===== config.mk =====
export PLATFORM = sky130hd
export DESIGN_NAME = mips_five_stage_pipeline_core
export DESIGN_NICKNAME = d
export VERILOG_FILES = /design/src/mips5_pkg.sv /design/src/mips_five_stage_pipeline_core.sv /design/src/mips5_regfile.sv /design/src/mips5_dmem.sv /design/src/mips5_rsp_buf.sv
export SDC_FILE = /design/constraint.sdc
export NUM_CORES = 2
export LEC_CHECK = 0
export BUFFER_PORTS_ARGS = -buffer_cell sky130_fd_sc_hd__buf_2
export CAP_MARGIN = 20
export CELL_PAD_IN_SITES_DETAIL_PLACEMENT = 0
export CELL_PAD_IN_SITES_GLOBAL_PLACEMENT = 1
export CORE_ASPECT_RATIO = 1.25
export CORE_UTILIZATION = 50
export DETAILED_ROUTE_END_ITERATION = 8
export GPL_TIMING_DRIVEN = 0
export PLACE_DENSITY = 0.72
export SYNTH_ARGS = -nofsm -noshare
export SYNTH_HDL_FRONTEND = slang
export SYNTH_HIERARCHICAL = 1
export SYNTH_SLANG_ARGS = --single-unit

===== constraint.sdc =====
create_clock -name clock -period 7.5 [get_ports clock]
set_clock_uncertainty 0.15 [all_clocks]
set_input_delay 0.75 -clock clock [delete_from_list [all_inputs] [get_ports clock]]
set_output_delay 0.75 -clock clock [all_outputs]
set_load 0.03 [all_outputs]

===== src/mips5_pkg.sv =====
// ----------------------------------------------------------------------------
// MIPS five-stage pipeline package
// Shared constants, instruction codes and structure types for the pipeline.
// ----------------------------------------------------------------------------
package mips5_pkg;

   localparam int DMEM_BYTES = 256;
   localparam int DMEM_AW    = $clog2(DMEM_BYTES);
   localparam int DMEM_ROWS  = DMEM_BYTES / 4;
   localparam int DMEM_RW    = DMEM_AW - 2;

   localparam logic        REQ_RUN     = 1'b0;
   localparam logic        REQ_PRELOAD = 1'b1;

   localparam logic [5:0]  OPC_RTYPE = 6'h00;
   localparam logic [5:0]  OPC_LW    = 6'h23;
   localparam logic [5:0]  OPC_SW    = 6'h2B;
   localparam logic [5:0]  FN_SUBU   = 6'h23;
   localparam logic [31:0] HALT_WORD = 32'hFFFF_FFFF;
   localparam logic [31:0] PC_STEP   = 32'd4;

   typedef struct packed {
      logic        en;
      logic [4:0]  idx;
      logic [31:0] data;
   } rf_wr_type;

   typedef struct packed {
      logic               rd;
      logic               wr;
      logic               pl;
      logic [DMEM_AW-1:0] addr;
      logic [31:0]        wdata;
   } dmem_cmd_type;

   typedef struct packed {
      logic [31:0] fetch_pc;
      logic        halted;
      logic        reg_write_valid;
      logic [4:0]  reg_write_index;
      logic [31:0] reg_write_data;
      logic        mem_write_valid;
      logic [7:0]  mem_write_address;
      logic [31:0] mem_write_data;
   } rsp_type;

endpackage


===== src/mips_five_stage_pipeline_core.sv =====
// ----------------------------------------------------------------------------
// MIPS five-stage pipeline core
// Fetch, decode, execute, memory and write-back stages for addu, subu, lw
// and sw, without forwarding or stalls. Each run request advances every
// stage of the pipeline; each preload request writes one data memory byte.
// Each accepted request's result passes through the result buffer before it is presented.
// Throughput: one request per cycle while the result buffer is not full; a two-entry result buffer absorbs stalls.
// Reset clears the program counter, stage valid bits, register file and data
// memory valid bits; no clearing pass is needed.
// ----------------------------------------------------------------------------
module mips_five_stage_pipeline_core (
   input  logic        clock,
   input  logic        reset,
   input  logic        req_valid,
   output logic        req_stall,
   input  logic        req_opcode,
   input  logic [31:0] req_instr_word,
   input  logic [7:0]  req_load_address,
   input  logic [7:0]  req_load_byte,
   output logic        rsp_valid,
   input  logic        rsp_stall,
   output logic [31:0] rsp_fetch_pc,
   output logic        rsp_halted,
   output logic        rsp_reg_write_valid,
   output logic [4:0]  rsp_reg_write_index,
   output logic [31:0] rsp_reg_write_data,
   output logic        rsp_mem_write_valid,
   output logic [7:0]  rsp_mem_write_address,
   output logic [31:0] rsp_mem_write_data
);
   import mips5_pkg::*;

   logic         req_accept;
   logic         run;
   logic         preload;

   logic [31:0]  pc_ff, pc_in;
   logic         stop_ff, stop_in;
   logic         dec_vld_ff, dec_vld_in;
   logic [31:0]  dec_instr_ff, dec_instr_in;

   logic         ex_vld_ff, ex_vld_in;
   logic [15:0]  ex_imm_ff, ex_imm_in;
   logic [4:0]   ex_dest_ff, ex_dest_in;
   logic         ex_is_imm_ff, ex_is_imm_in;
   logic         ex_rd_ff, ex_rd_in;
   logic         ex_wr_ff, ex_wr_in;
   logic         ex_add_ff, ex_add_in;
   logic         ex_rw_ff, ex_rw_in;

   logic         mem_vld_ff, mem_vld_in;
   logic [31:0]  mem_alu_ff, mem_alu_in;
   logic [31:0]  mem_store_ff, mem_store_in;
   logic [4:0]   mem_dest_ff, mem_dest_in;
   logic         mem_rd_ff, mem_rd_in;
   logic         mem_wr_ff, mem_wr_in;
   logic         mem_rw_ff, mem_rw_in;

   logic         wb_vld_ff, wb_vld_in;
   logic [31:0]  wb_data_ff, wb_data_in;
   logic [4:0]   wb_dest_ff, wb_dest_in;
   logic         wb_rw_ff, wb_rw_in;
   logic         wb_ld_ff, wb_ld_in;

   logic [5:0]   dec_op;
   logic [5:0]   dec_fn;
   logic [4:0]   dec_rs;
   logic [4:0]   dec_rt;
   logic [4:0]   dec_rd;

   logic [31:0]  rf_rd1;
   logic [31:0]  rf_rd2;
   rf_wr_type    rf_wr;
   logic [31:0]  alu_b;
   logic [31:0]  alu_out;
   logic         wb_we;
   logic [31:0]  wb_word;
   logic [31:0]  dmem_rd_word;
   dmem_cmd_type dmem_cmd;
   rsp_type      rsp_new;
   rsp_type      rsp_out;

   assign req_accept = req_valid && !req_stall;
   assign run        = req_accept && req_opcode == REQ_RUN;
   assign preload    = req_accept && req_opcode == REQ_PRELOAD;

   assign dec_op = dec_instr_ff[31:26];
   assign dec_fn = dec_instr_ff[5:0];
   assign dec_rs = dec_instr_ff[25:21];
   assign dec_rt = dec_instr_ff[20:16];
   assign dec_rd = dec_instr_ff[15:11];

   assign wb_we   = wb_vld_ff && wb_rw_ff && wb_dest_ff != 5'd0;
   assign wb_word = wb_ld_ff ? dmem_rd_word : wb_data_ff;

   assign rf_wr.en   = run && wb_we;
   assign rf_wr.idx  = wb_dest_ff;
   assign rf_wr.data = wb_word;

   assign alu_b   = ex_is_imm_ff ? {{16{ex_imm_ff[15]}}, ex_imm_ff} : rf_rd2;
   assign alu_out = ex_add_ff ? rf_rd1 + alu_b : rf_rd1 - alu_b;

   assign dmem_cmd.rd    = run && mem_vld_ff && mem_rd_ff;
   assign dmem_cmd.wr    = run && mem_vld_ff && !mem_rd_ff && mem_wr_ff;
   assign dmem_cmd.pl    = preload;
   assign dmem_cmd.addr  = preload ? DMEM_AW'(req_load_address)
                                   : mem_alu_ff[DMEM_AW-1:0];
   assign dmem_cmd.wdata = preload ? {24'd0, req_load_byte} : mem_store_ff;

   mips5_regfile u_regfile (
      .clock (clock),
      .reset (reset),
      .wr    (rf_wr),
      .rd_en (run && dec_vld_ff),
      .rs    (dec_rs),
      .rt    (dec_rt),
      .rd1   (rf_rd1),
      .rd2   (rf_rd2)
   );

   mips5_dmem u_dmem (
      .clock   (clock),
      .reset   (reset),
      .cmd     (dmem_cmd),
      .rd_word (dmem_rd_word)
   );

   always_comb begin
      pc_in        = pc_ff;
      stop_in      = stop_ff;
      dec_vld_in   = dec_vld_ff;
      dec_instr_in = dec_instr_ff;
      ex_vld_in    = ex_vld_ff;
      ex_imm_in    = ex_imm_ff;
      ex_dest_in   = ex_dest_ff;
      ex_is_imm_in = ex_is_imm_ff;
      ex_rd_in     = ex_rd_ff;
      ex_wr_in     = ex_wr_ff;
      ex_add_in    = ex_add_ff;
      ex_rw_in     = ex_rw_ff;
      mem_vld_in   = mem_vld_ff;
      mem_alu_in   = mem_alu_ff;
      mem_store_in = mem_store_ff;
      mem_dest_in  = mem_dest_ff;
      mem_rd_in    = mem_rd_ff;
      mem_wr_in    = mem_wr_ff;
      mem_rw_in    = mem_rw_ff;
      wb_vld_in    = wb_vld_ff;
      wb_data_in   = wb_data_ff;
      wb_dest_in   = wb_dest_ff;
      wb_rw_in     = wb_rw_ff;
      wb_ld_in     = wb_ld_ff;
      if (run) begin
         wb_vld_in = mem_vld_ff;
         if (mem_vld_ff) begin
            wb_data_in = mem_alu_ff;
            wb_dest_in = mem_dest_ff;
            wb_rw_in   = mem_rw_ff;
            wb_ld_in   = mem_rd_ff;
         end
         mem_vld_in = ex_vld_ff;
         if (ex_vld_ff) begin
            mem_alu_in   = alu_out;
            mem_store_in = rf_rd2;
            mem_dest_in  = ex_dest_ff;
            mem_rd_in    = ex_rd_ff;
            mem_wr_in    = ex_wr_ff;
            mem_rw_in    = ex_rw_ff;
         end
         ex_vld_in = dec_vld_ff;
         if (dec_vld_ff) begin
            ex_imm_in    = dec_instr_ff[15:0];
            ex_is_imm_in = 1'b1;
            ex_dest_in   = dec_rt;
            ex_add_in    = 1'b1;
            ex_rd_in     = 1'b0;
            ex_wr_in     = 1'b0;
            ex_rw_in     = 1'b0;
            unique case (dec_op)
               OPC_RTYPE: begin
                  ex_is_imm_in = 1'b0;
                  ex_dest_in   = dec_rd;
                  ex_add_in    = dec_fn != FN_SUBU;
                  ex_rw_in     = 1'b1;
               end
               OPC_LW: begin
                  ex_rd_in = 1'b1;
                  ex_rw_in = 1'b1;
               end
               OPC_SW: begin
                  ex_wr_in = 1'b1;
               end
               default: begin
                  ex_rw_in = 1'b0;
               end
            endcase
         end
         if (!stop_ff) begin
            if (req_instr_word == HALT_WORD) begin
               dec_vld_in = 1'b0;
               stop_in    = 1'b1;
            end else begin
               dec_vld_in   = 1'b1;
               dec_instr_in = req_instr_word;
               pc_in        = pc_ff + PC_STEP;
            end
         end else begin
            dec_vld_in = 1'b0;
         end
      end
   end

   always_ff @(posedge clock) begin
      if (reset) begin
         pc_ff      <= '0;
         stop_ff    <= 1'b0;
         dec_vld_ff <= 1'b0;
         ex_vld_ff  <= 1'b0;
         mem_vld_ff <= 1'b0;
         wb_vld_ff  <= 1'b0;
      end else begin
         pc_ff      <= pc_in;
         stop_ff    <= stop_in;
         dec_vld_ff <= dec_vld_in;
         ex_vld_ff  <= ex_vld_in;
         mem_vld_ff <= mem_vld_in;
         wb_vld_ff  <= wb_vld_in;
      end
   end

   always_ff @(posedge clock) begin
      dec_instr_ff <= dec_instr_in;
      ex_imm_ff    <= ex_imm_in;
      ex_dest_ff   <= ex_dest_in;
      ex_is_imm_ff <= ex_is_imm_in;
      ex_rd_ff     <= ex_rd_in;
      ex_wr_ff     <= ex_wr_in;
      ex_add_ff    <= ex_add_in;
      ex_rw_ff     <= ex_rw_in;
      mem_alu_ff   <= mem_alu_in;
      mem_store_ff <= mem_store_in;
      mem_dest_ff  <= mem_dest_in;
      mem_rd_ff    <= mem_rd_in;
      mem_wr_ff    <= mem_wr_in;
      mem_rw_ff    <= mem_rw_in;
      wb_data_ff   <= wb_data_in;
      wb_dest_ff   <= wb_dest_in;
      wb_rw_ff     <= wb_rw_in;
      wb_ld_ff     <= wb_ld_in;
   end

   always_comb begin
      rsp_new.fetch_pc          = pc_in;
      rsp_new.halted            = stop_in && !dec_vld_in && !ex_vld_in &&
                                  !mem_vld_in && !wb_vld_in;
      rsp_new.reg_write_valid   = rf_wr.en;
      rsp_new.reg_write_index   = rf_wr.en ? wb_dest_ff : '0;
      rsp_new.reg_write_data    = rf_wr.en ? wb_word : '0;
      rsp_new.mem_write_valid   = dmem_cmd.wr;
      rsp_new.mem_write_address = dmem_cmd.wr ? 8'(dmem_cmd.addr) : '0;
      rsp_new.mem_write_data    = dmem_cmd.wr ? mem_store_ff : '0;
   end

   mips5_rsp_buf u_rsp_buf (
      .clock     (clock),
      .reset     (reset),
      .push      (req_accept),
      .push_data (rsp_new),
      .full      (req_stall),
      .pop_stall (rsp_stall),
      .out_valid (rsp_valid),
      .out_data  (rsp_out)
   );

   assign rsp_fetch_pc          = rsp_out.fetch_pc;
   assign rsp_halted            = rsp_out.halted;
   assign rsp_reg_write_valid   = rsp_out.reg_write_valid;
   assign rsp_reg_write_index   = rsp_out.reg_write_index;
   assign rsp_reg_write_data    = rsp_out.reg_write_data;
   assign rsp_mem_write_valid   = rsp_out.mem_write_valid;
   assign rsp_mem_write_address = rsp_out.mem_write_address;
   assign rsp_mem_write_data    = rsp_out.mem_write_data;

   a_pc_frozen : assert property (@(posedge clock) disable iff (reset)
      stop_ff |=> $stable(pc_ff))
      else $error("program counter moved after fetch stopped");

   a_no_decode_after_halt : assert property (@(posedge clock) disable iff (reset)
      stop_ff |-> !dec_vld_ff)
      else $error("instruction decoded after fetch stopped");

   a_result_follows : assert property (@(posedge clock) disable iff (reset)
      req_accept |=> rsp_valid)
      else $error("accepted transaction produced no result");

endmodule


===== src/mips5_regfile.sv =====
// ----------------------------------------------------------------------------
// Register file
// Thirty-two words with one write port and two registered read ports.
// A write in the same cycle is passed through to the reads.
// ----------------------------------------------------------------------------
module mips5_regfile (
   input  logic                clock,
   input  logic                reset,
   input  mips5_pkg::rf_wr_type wr,
   input  logic                rd_en,
   input  logic [4:0]          rs,
   input  logic [4:0]          rt,
   output logic [31:0]         rd1,
   output logic [31:0]         rd2
);
   import mips5_pkg::*;

   logic [31:0] mem [32];
   logic [31:0] vld_ff;
   logic [31:0] rd1_ff;
   logic [31:0] rd2_ff;

   always_ff @(posedge clock) begin
      if (reset) begin
         vld_ff <= '0;
      end else if (wr.en) begin
         vld_ff[wr.idx] <= 1'b1;
      end
   end

   always_ff @(posedge clock) begin
      if (wr.en) begin
         mem[wr.idx] <= wr.data;
      end
   end

   always_ff @(posedge clock) begin
      if (rd_en) begin
         if (wr.en && wr.idx == rs) begin
            rd1_ff <= wr.data;
         end else begin
            rd1_ff <= vld_ff[rs] ? mem[rs] : '0;
         end
         if (wr.en && wr.idx == rt) begin
            rd2_ff <= wr.data;
         end else begin
            rd2_ff <= vld_ff[rt] ? mem[rt] : '0;
         end
      end
   end

   assign rd1 = rd1_ff;
   assign rd2 = rd2_ff;

   a_no_write_r0 : assert property (@(posedge clock) disable iff (reset)
      wr.en |-> wr.idx != 5'd0)
      else $error("register zero written");

endmodule


===== src/mips5_dmem.sv =====
// ----------------------------------------------------------------------------
// Data memory
// Four byte-wide banks holding big-endian words at any byte alignment.
// Reads are registered; bytes never written read as zero.
// ----------------------------------------------------------------------------
module mips5_dmem (
   input  logic                   clock,
   input  logic                   reset,
   input  mips5_pkg::dmem_cmd_type cmd,
   output logic [31:0]            rd_word
);
   import mips5_pkg::*;

   logic [7:0] rdata [4];
   logic [1:0] a0_ff;

   always_ff @(posedge clock) begin
      if (cmd.rd) begin
         a0_ff <= cmd.addr[1:0];
      end
   end

   for (genvar b = 0; b < 4; b++) begin : g_bank
      logic [7:0]           mem [DMEM_ROWS];
      logic [DMEM_ROWS-1:0] vld_ff;
      logic [7:0]           rdata_ff;
      logic [1:0]           k;
      logic [DMEM_RW-1:0]   row;
      logic                 we;
      logic [7:0]           wbyte;

      assign k     = 2'(b) - cmd.addr[1:0];
      assign row   = cmd.addr[DMEM_AW-1:2] +
                     DMEM_RW'(2'(b) < cmd.addr[1:0]);
      assign we    = cmd.wr || (cmd.pl && cmd.addr[1:0] == 2'(b));
      assign wbyte = cmd.pl ? cmd.wdata[7:0]
                            : 8'(cmd.wdata >> (5'(~k) << 3));

      always_ff @(posedge clock) begin
         if (reset) begin
            vld_ff <= '0;
         end else if (we) begin
            vld_ff[row] <= 1'b1;
         end
      end

      always_ff @(posedge clock) begin
         if (we) begin
            mem[row] <= wbyte;
         end
      end

      always_ff @(posedge clock) begin
         if (cmd.rd) begin
            rdata_ff <= vld_ff[row] ? mem[row] : '0;
         end
      end

      assign rdata[b] = rdata_ff;
   end

   always_comb begin
      rd_word = '0;
      for (int k = 0; k < 4; k++) begin
         rd_word[8*(3-k) +: 8] = rdata[2'(a0_ff + 2'(k))];
      end
   end

   a_one_access : assert property (@(posedge clock) disable iff (reset)
      !(cmd.rd && (cmd.wr || cmd.pl)) && !(cmd.wr && cmd.pl))
      else $error("data memory read and write in the same cycle");

endmodule


===== src/mips5_rsp_buf.sv =====
// ----------------------------------------------------------------------------
// Result buffer
// Two-entry queue that decouples the pipeline from the result channel.
// ----------------------------------------------------------------------------
module mips5_rsp_buf (
   input  logic               clock,
   input  logic               reset,
   input  logic               push,
   input  mips5_pkg::rsp_type push_data,
   output logic               full,
   input  logic               pop_stall,
   output logic               out_valid,
   output mips5_pkg::rsp_type out_data
);
   import mips5_pkg::*;

   rsp_type    entry_ff [2];
   logic [1:0] count_ff;
   logic [1:0] count_in;
   logic       wr_ptr_ff;
   logic       rd_ptr_ff;
   logic       pop;

   assign out_valid = count_ff != 2'd0;
   assign full      = count_ff == 2'd2;
   assign pop       = out_valid && !pop_stall;
   assign out_data  = entry_ff[rd_ptr_ff];

   always_comb begin
      count_in = count_ff;
      if (push && !pop) begin
         count_in = count_ff + 2'd1;
      end else if (pop && !push) begin
         count_in = count_ff - 2'd1;
      end
   end

   always_ff @(posedge clock) begin
      if (reset) begin
         count_ff  <= '0;
         wr_ptr_ff <= 1'b0;
         rd_ptr_ff <= 1'b0;
      end else begin
         count_ff <= count_in;
         if (push) begin
            wr_ptr_ff <= !wr_ptr_ff;
         end
         if (pop) begin
            rd_ptr_ff <= !rd_ptr_ff;
         end
      end
   end

   always_ff @(posedge clock) begin
      if (push) begin
         entry_ff[wr_ptr_ff] <= push_data;
      end
   end

   a_no_overflow : assert property (@(posedge clock) disable iff (reset)
      count_ff != 2'd3)
      else $error("result buffer overflow");

   a_no_push_full : assert property (@(posedge clock) disable iff (reset)
      full |-> !push)
      else $error("transaction pushed into a full result buffer");

endmodule


==> flow_summary.ini <==
[finish]
sequential_standard_cell_area_sq_mm = 0.114
flow.area_growth_from_synthesis_pct = 14.5
drive_above_1_share = 0.278
filler_cell_count = 23839
multi_input_comb_area_sq_mm = 0.0471
layout.nets = 9616
post-route-util = 0.576
stdcell_area_sq_mm = 0.186

[synthesis]
yosys_warnings = 6
synth_top_area_frac = 0.659
post-synth-top-count-cell = sky130_fd_sc_hd__edfxtp_1
ys_dominant_reg_cell = sky130_fd_sc_hd__edfxtp_1
syn_area_sq_mm = 0.162
synth.yosys.seq_area_share = 0.700
synth_commonest_cells = sky130_fd_sc_hd__edfxtp_1 (3,563), sky130_fd_sc_hd__mux4_2 (1,155), sky130_fd_sc_hd__nor2_1 (897)
synth_cell_types = 114
async_sr_flop_fraction = 0
post-synth-top-area-cell = sky130_fd_sc_hd__edfxtp_1
top_cells_by_area_in_the_synthesized_netlist = sky130_fd_sc_hd__edfxtp_1 (66%), sky130_fd_sc_hd__mux4_2 (16%), sky130_fd_sc_hd__dfxtp_1 (4.0%), sky130_fd_sc_hd__nor2_1 (2.1%), sky130_fd_sc_hd__mux2i_1 (1.4%)
ys_seq_elements = 3891
post_synth_inst_count = 8773
syn_area_per_cell_sq_um = 18.5
synth_edf_count = 3563

[placed_design]
place.gp.congestion = 0.959
dpl.hpwl_um = 372000
io_buffers = 166
placement.cell_area_sq_mm = 0.172
preCtsSetupSlack_ns = -1.07

[clock_network]
cts_tree = yes
cts_sinks = 3891
cts.clk_slew.worst_paths_ns = 0.06
htree_num_levels = 5
clock_path_buffers = 4
cts_inserted_buffers = 381
ctsRootBufferMaster = sky130_fd_sc_hd__clkbuf_16
clock_insertion_delay_worst_skew_ns = 0.93

[sta]
max_slew_margin = 0.188
rsz0062_at_grt = true
fin_setup_tns_ns = -0.579
setup_violations = 20
fmax_mhz = 133
final_min_period_over_clock_period = 1.01
post-route-worst-setup-slack_ns = -0.0382
count_of_pins_over_their_slew_limit = 0
worst_pin_slew_ns = 1.22
finalWorstPathRequiredPeriod_ns = 7.54
hold_violations = 0

[critical_path]
worst_ep_required_time_ns = 7.90
worstPathMaxFanout = 10
worst-endpoint-arrival_ns = 7.93
end_kind = register
worstSetupStartpointType = register
critPathKind = reg2reg

[routing]
drt_pre_antenna_iters = 6
vias = 93173
drt-total-wl_um = 523000
drc = 0
wire_per_inst_um = 37.2
route.antenna.remaining_nets = 0
violation_count_after_the_first_detailed_routing_iteration = 12443
via_per_inst = 6.62

[global_routing]
grt_start_max_net_pins = 69
via_count_of_the_first_global_routing_pass = 92397
grt_first_pass_wirelength_um = 721000
groute.usage.overall = 0.318
grt-ovfl-total = 0
number_of_antenna_violations_at_the_first_check_in_global_routing = 28

[die]
num_io_pins = 167
coreArea_sq_mm = 0.323
die_height_um = 639
standard_cell_row_count = 233
start_util = 0.503
die-area_sq_mm = 0.327
x_dimension_of_the_die_um = 512

[outcome]
violations_in_the_final_reports = negative setup slack
status = finished with violations

[power]
ir_worst_vdd_mv = 0.227
powerDensity_mw_per_mm2 = 283
static_leakage_nw = 59.7

[flow_run]
timing.max_cap.violations = 0

[worst_hold_path]
min-delay-path-class = in2reg
metal layers:
| metal | share of wire | wire, um | vias to the layer above | GRT usage |
|---|---|---|---|---|
| li1 | - | - | 37197 | - |
| met1 | 0.36 | 188000 | 49465 | 0.399 |
| met2 | 0.49 | 258000 | 5248 | 0.528 |
| met3 | 0.087 | 45700 | 1249 | 0.0584 |
| met4 | 0.060 | 31300 | 14 | 0.164 |
| met5 | 0.00020 | 107 | - | 0 |
final cells by class:
cell class                 instances  area share
antenna                           14    0.000189
multi-input combinational       4321       0.253
tap                             4230      0.0285
clock buffer                     468      0.0555
clock inverter                   229      0.0136
timing repair buffer             359      0.0228
sequential                      3891       0.611
inverter                          40    0.000828
buffer                           522      0.0139
final timing paths:
path,slack (ns),endpoint,from,depth (start not counted)
worst min-delay path,0.07,dec_instr_ff[9],req_instr_word[9],1
worst min register to register,0.26,ex_imm_ff[7],dec_instr_ff[7],0
worst max-delay path,-0.04,u_dmem/g_bank[1].mem[63][3],u_rsp_buf/count_ff[1],13
worst max register to register,-0.04,u_dmem/g_bank[1].mem[63][3],u_rsp_buf/count_ff[1],13
stage by stage:
step	hold slack (ns)	std cells	power (mW)
after floorplan	0.250	8776	29.6
after global placement	0.251	13172	32.9
after detailed placement	0.255	13324	33.2
after CTS	0.0139	14050	52.8
after global routing	0.0354	14066	53.8
final	0.0745	14074	52.7
flip-flops by register name, summed over array words and instances, names as in the netlist, 224 cells and up, named ones only:
name,flops
u_regfile/mem,1024
u_dmem/g_bank.mem,2048
u_rsp_buf/entry_ff,224
u_dmem/g_bank.vld_ff,256
power breakdown:
group | leakage [nW] | switching [mW] | total (mW) | internal, mW
Combinational | 18.5 | 5.50 | 8.19 | 2.69
Clock | 6.24 | 8.33 | 19.8 | 11.5
Sequential | 34.9 | 0.0941 | 24.7 | 24.6
worst max-delay path, cell delays in order (launching register included):
cell	delay, ns
sky130_fd_sc_hd__dfxtp_1	0.39
sky130_fd_sc_hd__nor2b_1	0.39
sky130_fd_sc_hd__and2b_2	0.33
sky130_fd_sc_hd__nand2_2	0.27
sky130_fd_sc_hd__clkbuf_1	0.68
sky130_fd_sc_hd__mux2_2	0.56
sky130_fd_sc_hd__ha_1	0.33
sky130_fd_sc_hd__buf_2	0.24
sky130_fd_sc_hd__buf_2	0.44
sky130_fd_sc_hd__buf_2	0.49
sky130_fd_sc_hd__buf_2	0.49
sky130_fd_sc_hd__buf_2	0.60
sky130_fd_sc_hd__nand3_1	0.66
sky130_fd_sc_hd__nor2_1	1.05
placed cells by master (no fill, tap or decap), types with 48 or more instances in the layout:
cell                        netlist  layout
sky130_fd_sc_hd__nor2_4           0      72
sky130_fd_sc_hd__bufinv_16        0      48
sky130_fd_sc_hd__nor2_1         897     801
sky130_fd_sc_hd__mux2_2         177     177
sky130_fd_sc_hd__a22oi_1        120     120
sky130_fd_sc_hd__nand2_1        406     404
sky130_fd_sc_hd__clkbuf_1       253     296
sky130_fd_sc_hd__clkbuf_16        0     392
sky130_fd_sc_hd__mux2i_1        225     225
sky130_fd_sc_hd__dfxtp_1        328     328
sky130_fd_sc_hd__buf_2          158     319
sky130_fd_sc_hd__clkinv_1         0      59
sky130_fd_sc_hd__o22ai_1         71      70
sky130_fd_sc_hd__buf_12           2      55
sky130_fd_sc_hd__a21oi_1        130     122
sky130_fd_sc_hd__edfxtp_1      3563    3563
sky130_fd_sc_hd__clkinv_2         0      72
sky130_fd_sc_hd__and2_1          89      88
sky130_fd_sc_hd__mux4_2        1155    1155
sky130_fd_sc_hd__nand4_1         61      61
sky130_fd_sc_hd__buf_4           45      62
sky130_fd_sc_hd__nand3_1        100      93
sky130_fd_sc_hd__nor2b_1         92      91
sky130_fd_sc_hd__xnor2_1         68      68
kinds of logic after synthesis:
group,after synthesis,share of synthesized area
multiplexers,1566,0.188
adder cells (fa/ha/maj),47,0.00367
AND/OR/NAND/NOR,1844,0.0517
flip-flops,3891,0.700
other,1,0.0000231
XOR/XNOR,121,0.00718
buffers and inverters,564,0.0167
AO/OA/AOI/OAI,739,0.0331
timing repair:
action / CTS / global route
gates resized for setup: 122 / 10
buffers inserted: 2 / 0
endpoints found under the setup margin: 758 / 350
pin swaps: 0 / 0
hold buffers: 28 / 0
endpoints found under the hold margin: 28 / 0
Note: power is estimated with default switching activity, not from simulation.
